===== src/hdl/dlrd_pkg.sv =====
`timescale 1ns / 1ps

package dlrd_pkg;

    localparam logic [1:0] KIND_LAT = 2'd0;
    localparam logic [1:0] KIND_LON = 2'd1;
    localparam logic [1:0] KIND_ALT = 2'd2;

    localparam logic [31:0] COORD_OFFSET = 32'h8000_0000;
    localparam logic [31:0] ALT_REF_CM   = 32'd10000000;

    // reciprocals: q = (x * K) >> S, exact for every 32-bit x (or stated width)
    localparam logic [31:0] RECIP_1000 = 32'd2199023256;   // S = 41
    localparam logic [31:0] RECIP_100  = 32'd2748779070;   // S = 38
    localparam logic [22:0] RECIP_60A  = 23'd4473925;      // S = 28, x < 2^22
    localparam logic [16:0] RECIP_60B  = 17'd69906;        // S = 22, x < 2^16

    // 10^(e-2) metres for a code exponent e; e below 2 handled apart
    localparam logic [47:0] POW10_M [16] = '{
        48'd0, 48'd0, 48'd1, 48'd10, 48'd100, 48'd1000, 48'd10000, 48'd100000,
        48'd1000000, 48'd10000000, 48'd100000000, 48'd1000000000,
        48'd10000000000, 48'd100000000000, 48'd1000000000000,
        48'd10000000000000
    };

    typedef struct packed {
        logic [1:0]  kind;
        logic [31:0] raw;
        logic [47:0] size_m;
        logic [47:0] hprec_m;
        logic [47:0] vprec_m;
        logic        last;
    } dlrd_job_t;

    typedef struct packed {
        logic [1:0]  kind;
        logic [25:0] whole;
        logic [5:0]  minutes;
        logic [5:0]  seconds;
        logic [9:0]  fraction;
        logic        neg;
        logic [47:0] size_m;
        logic [47:0] hprec_m;
        logic [47:0] vprec_m;
        logic        last;
    } dlrd_res_t;

    function automatic logic [47:0] decode_code(input logic [7:0] code);
        logic [3:0]  mant;
        logic [3:0]  expo;
        logic [51:0] prod;
        logic [47:0] res;
        mant = code[7:4];
        expo = code[3:0];
        prod = 52'(mant) * 52'(POW10_M[expo]);
        if (expo == 4'd1)
        begin
            res = (mant >= 4'd10) ? 48'd1 : 48'd0;
        end
        else
        begin
            res = prod[47:0];
        end
        return res;
    endfunction

endpackage


===== src/hdl/dns_loc_record_decoder_unit.sv =====
`timescale 1ns / 1ps

// DNS LOC record decoder. Each record beat yields three result beats in the
// order latitude, longitude, altitude; size and precision codes are decoded to
// whole metres and repeated on all three. The single result channel carries
// one result a cycle unless the output stalls; the next record is taken when
// none is held or as the held record's altitude job issues. A held record and
// the five-stage result pipeline let the next record be taken while results
// still wait; a stalled output freezes the whole pipeline.
module dns_loc_record_decoder_unit (
    input  logic        clk,
    input  logic        rst_n,
    input  logic        in_valid,
    output logic        in_ready,
    input  logic [7:0]  size_code,
    input  logic [7:0]  horiz_prec_code,
    input  logic [7:0]  vert_prec_code,
    input  logic [31:0] latitude_raw,
    input  logic [31:0] longitude_raw,
    input  logic [31:0] altitude_raw,
    output logic        out_valid,
    input  logic        out_ready,
    output logic [1:0]  coord_kind,
    output logic [25:0] whole_part,
    output logic [5:0]  arc_minutes,
    output logic [5:0]  arc_seconds,
    output logic [9:0]  fraction_part,
    output logic        is_negative,
    output logic [47:0] size_meters,
    output logic [47:0] horiz_prec_meters,
    output logic [47:0] vert_prec_meters,
    output logic        last_result
);

    logic                adv;
    logic                job_valid;
    dlrd_pkg::dlrd_job_t job;
    dlrd_pkg::dlrd_res_t res;

    assign adv = !out_valid || out_ready;

    dlrd_split u_split (
        .clk             (clk),
        .rst_n           (rst_n),
        .in_valid        (in_valid),
        .in_ready        (in_ready),
        .size_code       (size_code),
        .horiz_prec_code (horiz_prec_code),
        .vert_prec_code  (vert_prec_code),
        .latitude_raw    (latitude_raw),
        .longitude_raw   (longitude_raw),
        .altitude_raw    (altitude_raw),
        .adv             (adv),
        .job_valid       (job_valid),
        .job             (job)
    );

    dlrd_pipe u_pipe (
        .clk       (clk),
        .rst_n     (rst_n),
        .adv       (adv),
        .job_valid (job_valid),
        .job       (job),
        .res_valid (out_valid),
        .res       (res)
    );

    assign coord_kind        = res.kind;
    assign whole_part        = res.whole;
    assign arc_minutes       = res.minutes;
    assign arc_seconds       = res.seconds;
    assign fraction_part     = res.fraction;
    assign is_negative       = res.neg;
    assign size_meters       = res.size_m;
    assign horiz_prec_meters = res.hprec_m;
    assign vert_prec_meters  = res.vprec_m;
    assign last_result       = res.last;

endmodule


===== src/hdl/dlrd_split.sv =====
`timescale 1ns / 1ps

// holds one record and issues its three coordinate jobs, one per advance
module dlrd_split (
    input  logic               clk,
    input  logic               rst_n,
    input  logic               in_valid,
    output logic               in_ready,
    input  logic [7:0]         size_code,
    input  logic [7:0]         horiz_prec_code,
    input  logic [7:0]         vert_prec_code,
    input  logic [31:0]        latitude_raw,
    input  logic [31:0]        longitude_raw,
    input  logic [31:0]        altitude_raw,
    input  logic               adv,
    output logic               job_valid,
    output dlrd_pkg::dlrd_job_t job
);

    logic        busy_reg, busy_next;
    logic [1:0]  idx_reg, idx_next;
    logic [31:0] lat_reg, lon_reg, alt_reg;
    logic [47:0] size_reg, hprec_reg, vprec_reg;
    logic        take;
    logic        issue_last;

    assign issue_last = adv && (idx_reg == dlrd_pkg::KIND_ALT);
    assign in_ready   = !busy_reg || issue_last;
    assign take       = in_valid && in_ready;

    always_comb
    begin
        busy_next = busy_reg;
        idx_next  = idx_reg;
        if (take)
        begin
            busy_next = 1'b1;
            idx_next  = dlrd_pkg::KIND_LAT;
        end
        else if (busy_reg && adv)
        begin
            if (issue_last)
            begin
                busy_next = 1'b0;
                idx_next  = dlrd_pkg::KIND_LAT;
            end
            else
            begin
                idx_next = idx_reg + 2'd1;
            end
        end
    end

    always_ff @(posedge clk or negedge rst_n)
    begin
        if (!rst_n)
        begin
            busy_reg <= 1'b0;
            idx_reg  <= dlrd_pkg::KIND_LAT;
        end
        else
        begin
            busy_reg <= busy_next;
            idx_reg  <= idx_next;
        end
    end

    always_ff @(posedge clk)
    begin
        if (take)
        begin
            lat_reg   <= latitude_raw;
            lon_reg   <= longitude_raw;
            alt_reg   <= altitude_raw;
            size_reg  <= dlrd_pkg::decode_code(size_code);
            hprec_reg <= dlrd_pkg::decode_code(horiz_prec_code);
            vprec_reg <= dlrd_pkg::decode_code(vert_prec_code);
        end
    end

    always_comb
    begin
        job.kind    = idx_reg;
        job.size_m  = size_reg;
        job.hprec_m = hprec_reg;
        job.vprec_m = vprec_reg;
        job.last    = (idx_reg == dlrd_pkg::KIND_ALT);
        case (idx_reg)
            dlrd_pkg::KIND_LAT: job.raw = lat_reg;
            dlrd_pkg::KIND_LON: job.raw = lon_reg;
            default:            job.raw = alt_reg;
        endcase
    end

    assign job_valid = busy_reg;

endmodule


===== src/hdl/dlrd_pipe.sv =====
`timescale 1ns / 1ps

// five stages: offset, /1000 or /100, /60, /60, remainders and output register
module dlrd_pipe (
    input  logic               clk,
    input  logic               rst_n,
    input  logic               adv,
    input  logic               job_valid,
    input  dlrd_pkg::dlrd_job_t job,
    output logic               res_valid,
    output dlrd_pkg::dlrd_res_t res
);

    logic [4:0] v_reg, v_next;

    // stage 1
    dlrd_pkg::dlrd_job_t s1_reg;
    logic [31:0] s1_mag_reg, s1_mag_next;
    logic        s1_neg_next;
    // stage 2
    dlrd_pkg::dlrd_job_t s2_reg;
    logic [31:0] s2_mag_reg;
    logic [25:0] s2_q1_reg, s2_q1_next;
    logic [63:0] prod1;
    // stage 3
    dlrd_pkg::dlrd_job_t s3_reg;
    logic [25:0] s3_q1_reg;
    logic [9:0]  s3_frac_reg, s3_frac_next;
    logic [15:0] s3_q2_reg, s3_q2_next;
    logic [44:0] prod2;
    logic [35:0] back1;
    // stage 4
    dlrd_pkg::dlrd_job_t s4_reg;
    logic [25:0] s4_q1_reg;
    logic [9:0]  s4_frac_reg;
    logic [15:0] s4_q2_reg;
    logic [5:0]  s4_sec_reg, s4_sec_next;
    logic [9:0]  s4_q3_reg, s4_q3_next;
    logic [32:0] prod3;
    logic [21:0] back2;
    // stage 5
    dlrd_pkg::dlrd_res_t s5_reg, s5_next;
    logic [15:0] back3;
    logic        s1_neg_reg, s2_neg_reg, s3_neg_reg, s4_neg_reg;

    assign v_next = {v_reg[3:0], job_valid};

    always_ff @(posedge clk or negedge rst_n)
    begin
        if (!rst_n)
        begin
            v_reg <= '0;
        end
        else if (adv)
        begin
            v_reg <= v_next;
        end
    end

    always_comb
    begin
        if (job.kind == dlrd_pkg::KIND_ALT)
        begin
            s1_neg_next = (job.raw < dlrd_pkg::ALT_REF_CM);
            s1_mag_next = s1_neg_next ? (dlrd_pkg::ALT_REF_CM - job.raw)
                                      : (job.raw - dlrd_pkg::ALT_REF_CM);
        end
        else
        begin
            s1_neg_next = (job.raw < dlrd_pkg::COORD_OFFSET);
            s1_mag_next = s1_neg_next ? (dlrd_pkg::COORD_OFFSET - job.raw)
                                      : (job.raw - dlrd_pkg::COORD_OFFSET);
        end
    end

    always_comb
    begin
        if (s1_reg.kind == dlrd_pkg::KIND_ALT)
        begin
            prod1      = 64'(s1_mag_reg) * 64'(dlrd_pkg::RECIP_100);
            s2_q1_next = prod1[63:38];
        end
        else
        begin
            prod1      = 64'(s1_mag_reg) * 64'(dlrd_pkg::RECIP_1000);
            s2_q1_next = 26'(prod1[63:41]);
        end
    end

    always_comb
    begin
        back1 = (s2_reg.kind == dlrd_pkg::KIND_ALT) ? 36'(s2_q1_reg) * 36'd100
                                                      : 36'(s2_q1_reg) * 36'd1000;
        s3_frac_next = s2_mag_reg[9:0] - back1[9:0];
        prod2        = 45'(s2_q1_reg[21:0]) * 45'(dlrd_pkg::RECIP_60A);
        s3_q2_next   = prod2[43:28];
    end

    always_comb
    begin
        back2       = 22'(s3_q2_reg) * 22'd60;
        s4_sec_next = s3_q1_reg[5:0] - back2[5:0];
        prod3       = 33'(s3_q2_reg) * 33'(dlrd_pkg::RECIP_60B);
        s4_q3_next  = prod3[31:22];
    end

    always_comb
    begin
        back3           = 16'(s4_q3_reg) * 16'd60;
        s5_next.kind    = s4_reg.kind;
        s5_next.neg     = s4_neg_reg;
        s5_next.size_m  = s4_reg.size_m;
        s5_next.hprec_m = s4_reg.hprec_m;
        s5_next.vprec_m = s4_reg.vprec_m;
        s5_next.last    = s4_reg.last;
        s5_next.fraction = s4_frac_reg;
        if (s4_reg.kind == dlrd_pkg::KIND_ALT)
        begin
            s5_next.whole   = s4_q1_reg;
            s5_next.minutes = 6'd0;
            s5_next.seconds = 6'd0;
        end
        else
        begin
            s5_next.whole   = 26'(s4_q3_reg);
            s5_next.minutes = s4_q2_reg[5:0] - back3[5:0];
            s5_next.seconds = s4_sec_reg;
        end
    end

    always_ff @(posedge clk)
    begin
        if (adv)
        begin
            s1_reg      <= job;
            s1_mag_reg  <= s1_mag_next;
            s1_neg_reg  <= s1_neg_next;
            s2_reg      <= s1_reg;
            s2_mag_reg  <= s1_mag_reg;
            s2_neg_reg  <= s1_neg_reg;
            s2_q1_reg   <= s2_q1_next;
            s3_reg      <= s2_reg;
            s3_neg_reg  <= s2_neg_reg;
            s3_q1_reg   <= s2_q1_reg;
            s3_frac_reg <= s3_frac_next;
            s3_q2_reg   <= s3_q2_next;
            s4_reg      <= s3_reg;
            s4_neg_reg  <= s3_neg_reg;
            s4_q1_reg   <= s3_q1_reg;
            s4_frac_reg <= s3_frac_reg;
            s4_q2_reg   <= s3_q2_reg;
            s4_sec_reg  <= s4_sec_next;
            s4_q3_reg   <= s4_q3_next;
            s5_reg      <= s5_next;
        end
    end

    assign res_valid = v_reg[4];
    assign res       = s5_reg;

endmodule


===== config.mk =====
export PLATFORM = sky130hd
export DESIGN_NAME = dns_loc_record_decoder_unit
export DESIGN_NICKNAME = d
export VERILOG_FILES = /design/src/hdl/dlrd_pkg.sv /design/src/hdl/dns_loc_record_decoder_unit.sv /design/src/hdl/dlrd_split.sv /design/src/hdl/dlrd_pipe.sv
export SDC_FILE = /design/constraint.sdc
export NUM_CORES = 2
export LEC_CHECK = 0
export ABC_AREA = 1
export BUFFER_PORTS_ARGS = -buffer_cell sky130_fd_sc_hd__buf_2
export CAP_MARGIN = 40
export CORE_MARGIN = 8
export CORE_UTILIZATION = 55
export DETAILED_ROUTE_END_ITERATION = 8
export PLACE_DENSITY = 0.82
export SLEW_MARGIN = 20
export SYNTH_ARGS = -nofsm -noshare
export SYNTH_HDL_FRONTEND = slang
export SYNTH_SLANG_ARGS = --single-unit

===== constraint.sdc =====
create_clock -name clk -period 29 [get_ports clk]
set_input_delay 4.35 -clock clk [delete_from_list [all_inputs] [get_ports clk]]
set_output_delay 4.35 -clock clk [all_outputs]
set_load 0.02 [all_outputs]

## Word level (Yosys, flattened, before mapping)

Memory sizes are Yosys's and may differ from the RTL's.
Cells that the tools add are included.

| word-level totals | value |
|---|---|
| memories kept | 3 |
| bits in registers | 1,214 |
| logic and storage cells | 134 |
| ROM bits | 2,304 |
| output and inout port bits | 198 |

Memories:

| memory | words | width | rd ports | clocked after Yosys merged registers in | wr ports | RTL line | RTL |
|---|---|---|---|---|---|---|---|
| (no name shown) | 16 | 48 | 1 | 0 | 0 | dlrd_pkg.sv:55 | `prod = 52'(mant) * 52'(POW10_M[expo]);` |
| (no name shown) | 16 | 48 | 1 | 0 | 0 | dlrd_pkg.sv:55 |  |
| (no name shown) | 16 | 48 | 1 | 0 | 0 | dlrd_pkg.sv:55 |  |

| cells by class | value |
|---|---|
| magnitude comparators | 8 |
| reduce and logical (&&, ||, !) cells | 11 |
| equal/unequal tests | 8 |
| $add $sub $neg | 8 |
| $mul | 11 |
| muxes and demuxes | 26 |
| bitwise gates (word level) | 3 |

Operators with widths:

| operator | number |
|---|---|
| 2-to-1 mux 48 bit | 9 |
| multiplier 4 x 48 -> 48 bit | 3 |
| 2-to-1 mux 32 bit | 3 |
| case mux 32 bit (2 select lines) | 1 |
| multiplier 32 x 31 -> 63 bit, second input constant | 1 |
| multiplier 32 x 29 -> 61 bit, second input constant | 1 |
| multiplier 22 x 23 -> 44 bit, second input constant | 1 |
| less-than comparator 32 x 24 -> 1 bit, second input constant | 1 |
| less-than comparator 32 bit, second input constant | 1 |
| subtractor 24 x 32 -> 32 bit, first input constant | 1 |
| subtractor 32 x 24 -> 32 bit, second input constant | 1 |
| subtractor 32 bit, first input constant | 1 |
| subtractor 32 bit, second input constant | 1 |
| multiplier 16 x 16 -> 31 bit, second input constant | 1 |
| multiplier 26 x 5 -> 8 bit, second input constant | 1 |
| multiplier 26 x 7 -> 7 bit, second input constant | 1 |
| 2-to-1 mux 23 bit | 1 |
| 2-to-1 mux 22 bit | 1 |
| multiplier 16 x 4 -> 4 bit, second input constant | 1 |
| greater-or-equal comparator 5 bit, second input constant | 3 |
| NOT 4 -> 5 bit | 3 |
| equality test 4 x 1 -> 1 bit, second input constant | 3 |
| greater-or-equal comparator 4 bit, second input constant | 3 |
| subtractor 6 bit | 2 |
| other kinds (14) | 30 |

## Longest topological paths before layout

| logic depth | value |
|---|---|
| depth after elaboration | 7 |
| gate-level depth with buffers | 31 |
| depth with buffers taken out | 31 |

## Modules after synthesis

From an unflattened synthesis, not the netlist that was laid out.

| unflattened totals | value |
|---|---|
| cells, all modules | 11,843 |
| area total of the unflattened synthesis | 106,484.6 sq um |

Modules (own cells, without submodules):

| module | area each (sq um) | times used | cells each |
|---|---|---|---|
| dlrd_pipe | 77,256.6 | 1 | 7,498 |
| dlrd_split | 29,220.5 | 1 | 4,343 |
| dns_loc_record_decoder_unit | 7.5 | 1 | 2 |

## Least setup slack after synthesis

Ideal clock, no wire load.

| timing path | value |
|---|---|
| kind | input-to-reg |
| start | input out_ready |
| end | register u_split.idx_reg[1] |
| slack | 3,163 ps |
| arrival time | 25,633 ps |
| stages | 5 |
| data required time | 28,796 ps |
| cells stage by stage | nor2_1 inv_1 nand2_1 o21ai_0 o22ai_1 |

| between the ends | value |
|---|---|
| longest elaborated chain between the ends | 5 |

Ends and longest elaborated chain:

| item | RTL line | RTL |
|---|---|---|
| start, declared | dns_loc_record_decoder_unit.sv:22 | `input logic out_ready,` |
| logical OR 1 bit (*) | dns_loc_record_decoder_unit.sv:40 | `assign adv = !out_valid \|\| out_ready;` |
| named net adv | dns_loc_record_decoder_unit.sv:35 | `logic adv;` |
| logical AND 1 bit | dlrd_split.sv:27 | `assign issue_last = adv && (idx_reg == dlrd_pkg::KIND_ALT);` |
| 2-to-1 mux 2 bit / logical OR 1 bit (equally long branches) | dlrd_split.sv:42, dlrd_split.sv:28 |  |
| 2-to-1 mux 2 bit / logical AND 1 bit (equally long branches) | dlrd_split.sv:40, dlrd_split.sv:29 |  |
| 2-to-1 mux 2 bit / nonzero test 2 bit (equally long branches) | -- |  |
| end signal, assigned | dlrd_split.sv:59 | `idx_reg <= dlrd_pkg::KIND_LAT;` |
| end signal, assigned | dlrd_split.sv:64 | `idx_reg <= idx_next;` |
| end, declared | dlrd_split.sv:21 | `logic [1:0] idx_reg, idx_next;` |

The timed path passes the listed nets; every way through them passes the cells marked *. The select of a mux whose other input is x is not followed.
A chain may end at the register's enable or synchronous reset.

## Worst setup path in the final report

| timing path | value |
|---|---|
| start | input out_ready |
| end | output in_ready |

| between the ends | value |
|---|---|
| longest elaborated chain between the ends | 3 |

Ends and longest elaborated chain:

| item | RTL line | RTL |
|---|---|---|
| logical OR 1 bit | dns_loc_record_decoder_unit.sv:40 |  |
| logical AND 1 bit | dlrd_split.sv:27 |  |
| logical OR 1 bit | dlrd_split.sv:28 | `assign in_ready = !busy_reg \|\| issue_last;` |
| end, declared | dns_loc_record_decoder_unit.sv:14 | `output logic in_ready,` |

No other way between the ends.

==> results.json <==
{
  "io_buffer_count": 321,
  "die_y_um": 447,
  "grtUsageTotal_pct": 29.6,
  "multi_input_area_sq_um": 56100,
  "clock_sinks": 1212,
  "reg2reg_to": "u_pipe.s2_q1_reg[22]",
  "rows": 158,
  "layout-drive-gt1-share_pct": 6.21,
  "synth_top_area_cell": "edfxtp_1",
  "root_buffer": "clkbuf_16",
  "dpl.hpwl_mm": 243,
  "largest_register_ffs": 196,
  "cts_buffers": 121,
  "critPathSlowestCell": "nor2_1",
  "cp.required_ns": 24.65,
  "synth-edff-count": 1204,
  "grt_pass1_vias": 77399,
  "clkTransAtPathRegs_ns": 0.07,
  "vias_per_cell": 5.55,
  "ys_warn_count": 0,
  "synth_top_area_share_pct": 35.5,
  "n_fill_cell": 15357,
  "cpMostUsedCell": "buf_2",
  "finalCritPeriodShare_pct": 33.7,
  "drtIter0Drc": 6966,
  "hp-start": "u_pipe.s1_reg[67]",
  "hold_end": "u_pipe.s2_reg[67]",
  "finalSetupViolCount": 0,
  "hold_violations": 0,
  "clock-skew-final_ns": 0.0543,
  "area_growth_pct": 8.91,
  "holdPathStages": 0,
  "die_area_sq_um": 199000,
  "antenna_found_initial": 8,
  "endpoint_kind": "output port",
  "setup_slack_ns": 19.22,
  "die_x_um": 447,
  "r2r_cells": 28,
  "num-nets-final": 13192,
  "clk_latency_ns": 0.79,
  "ys_seq_area_share_pct": 35.7,
  "grt_pass1_wl_mm": 450,
  "critical_path.max_fanout": 7,
  "wirelength_mm": 297,
  "worst_pin_slew_ns": 1.06,
  "ant_nets": 0,
  "synth_most_common_cell": "inv_1",
  "setup_tns_ns": 0,
  "maxCapViolCount": 0,
  "remaining_drc_errors": 0,
  "slowest_delay_ns": 0.55,
  "core-area_sq_um": 185000,
  "io_pins": 322,
  "syn_nets": 12772,
  "syn_avg_cell_area_sq_um": 9.76,
  "ys_top_cells_by_area": "edfxtp_1 (35%), fa_1 (20%), ha_1 (15%), inv_1 (8.8%), nand2_1 (6.2%)",
  "dr.pass1.iters": 7,
  "fin_util_pct": 60.1,
  "wl_per_cell_um": 22.0,
  "initial_core_util_pct": 55.2,
  "dp_slack_ns": 19.28,
  "timing.rr.start": "u_pipe.s1_mag_reg[8]",
  "start_kind": "input pin",
  "htreeDepth": 3,
  "outcome": "complete, no violations",
  "max_clock_freq_mhz": 102,
  "cts_tree": "built",
  "rsz0062_at_grt": "false",
  "gp_congestion": 1.08,
  "ys_ff_latch": 1212,
  "finalMaxSlewViolations": 0,
  "grt_start_max_net_pins": 210,
  "routed-via-count": 74719,
  "whs_ns": 0.376,
  "max_slew_margin_pct": 29.6,
  "ys.flop_type": "edfxtp_1",
  "async_flop_share_pct": 0.660,
  "min_path_type": "reg2reg",
  "netlist_area_sq_um": 102000,
  "crit_chain": "buf_2, nor2_1, o21ai_1, buf_2",
  "synthTopCellsByCount": "inv_1 (2386), nand2_1 (1673), edfxtp_1 (1204)",
  "rrSetupSlack_ns": 21.12,
  "cts_resized": 0,
  "gr-total-overflow": 0,
  "clockBufferDepth": 3,
  "timing.critical_path.arrival_ns": 5.43,
  "synthDistinctLibCells": 58,
  "post_cts_buffers": 0,
  "fin_crit_ns": 9.78,
  "seq_area_sq_um": 36400,
  "syn-instance-count": 10449,
  "hold_buffers": 0,
  "critPathKind": "in2out"
}
-- per-layer routing --
layer  GRT usage, %  wire [um]  vias up
met1           37.8     118000    36307
li1               -          -    34406
met4           17.4      21400        0
met3           5.33      23600      834
met2           47.4     134000     3172
met5              0          0        -
-- worst max-delay path by stage --
stage,start,endpoint,slack (ns),cells past startpoint
detailed placement,out_ready,u_pipe.s4_q3_reg[0],19.28,10
finish,out_ready,in_ready,19.22,4
CTS,out_ready,in_ready,19.24,4
global placement,out_ready,u_pipe.s4_q3_reg[5],18.63,9
global route,out_ready,in_ready,19.12,4
floorplan,out_ready,u_split.idx_reg[1],3.16,5
-- final cells by class --
cell class	count	area share, %
clock inverters	84	0.825
clock buffers	142	2.80
well taps	2480	2.79
flip-flops and latches	1212	32.7
repair buffers	394	2.15
diodes	7	0.0158
inverters	2407	8.15
multi-input cells	6733	50.5
-- worst max-delay path: cells and delay by family --
kind | cells | cell delay [ns]
buffers and inverters | 2 | 0.30
AO/OA/AOI/OAI | 1 | 0.22
AND/OR/NAND/NOR | 1 | 0.55
-- through the flow --
stage                     instances  area [sq um]
after floorplan               10449        102000
after global placement        13211        107000
after detailed placement      13219        107000
after CTS                     13445        111000
after global routing          13455        111000
final                         13459        111000
-- layout by cell type (no fill, tap or decap), types with 22 or more instances in the layout --
| cell type | instances |
|---|---|
| inv_1 | 2384 |
| fa_1 | 1005 |
| a21oi_1 | 503 |
| o21ai_0 | 414 |
| nand2_1 | 1673 |
| a21o_1 | 59 |
| nand4_1 | 64 |
| nand3_1 | 305 |
| clkbuf_16 | 121 |
| nor4_1 | 22 |
| nand3b_1 | 22 |
| clkinv_1 | 30 |
| xor2_1 | 91 |
| xnor2_1 | 28 |
| a31oi_1 | 73 |
| buf_2 | 322 |
| edfxtp_1 | 1204 |
| ha_1 | 1194 |
| buf_4 | 57 |
| o21a_1 | 36 |
| nor3_1 | 88 |
| nor2_2 | 22 |
| nor2_1 | 907 |
| o21bai_1 | 58 |
-- kinds of logic (layout without fill, tap and decap cells) --
| group | count (synthesis) | after routing | synth area share [%] |
|---|---|---|---|
| AND/OR/NAND/NOR | 3186 | 3186 | 12.9 |
| buffers and inverters | 2504 | 3027 | 9.32 |
| adder cells (fa/ha/maj) | 2199 | 2199 | 34.4 |
| AO/OA/AOI/OAI | 1226 | 1226 | 6.66 |
| flip-flops | 1212 | 1212 | 35.7 |
| XOR/XNOR | 119 | 119 | 1.02 |
| multiplexers | 3 | 3 | 0.0295 |
| other | 0 | 7 | 0 |
Power is not shown: default switching activity piles up to over one toggle a cycle in this logic, so the estimate is an artifact.
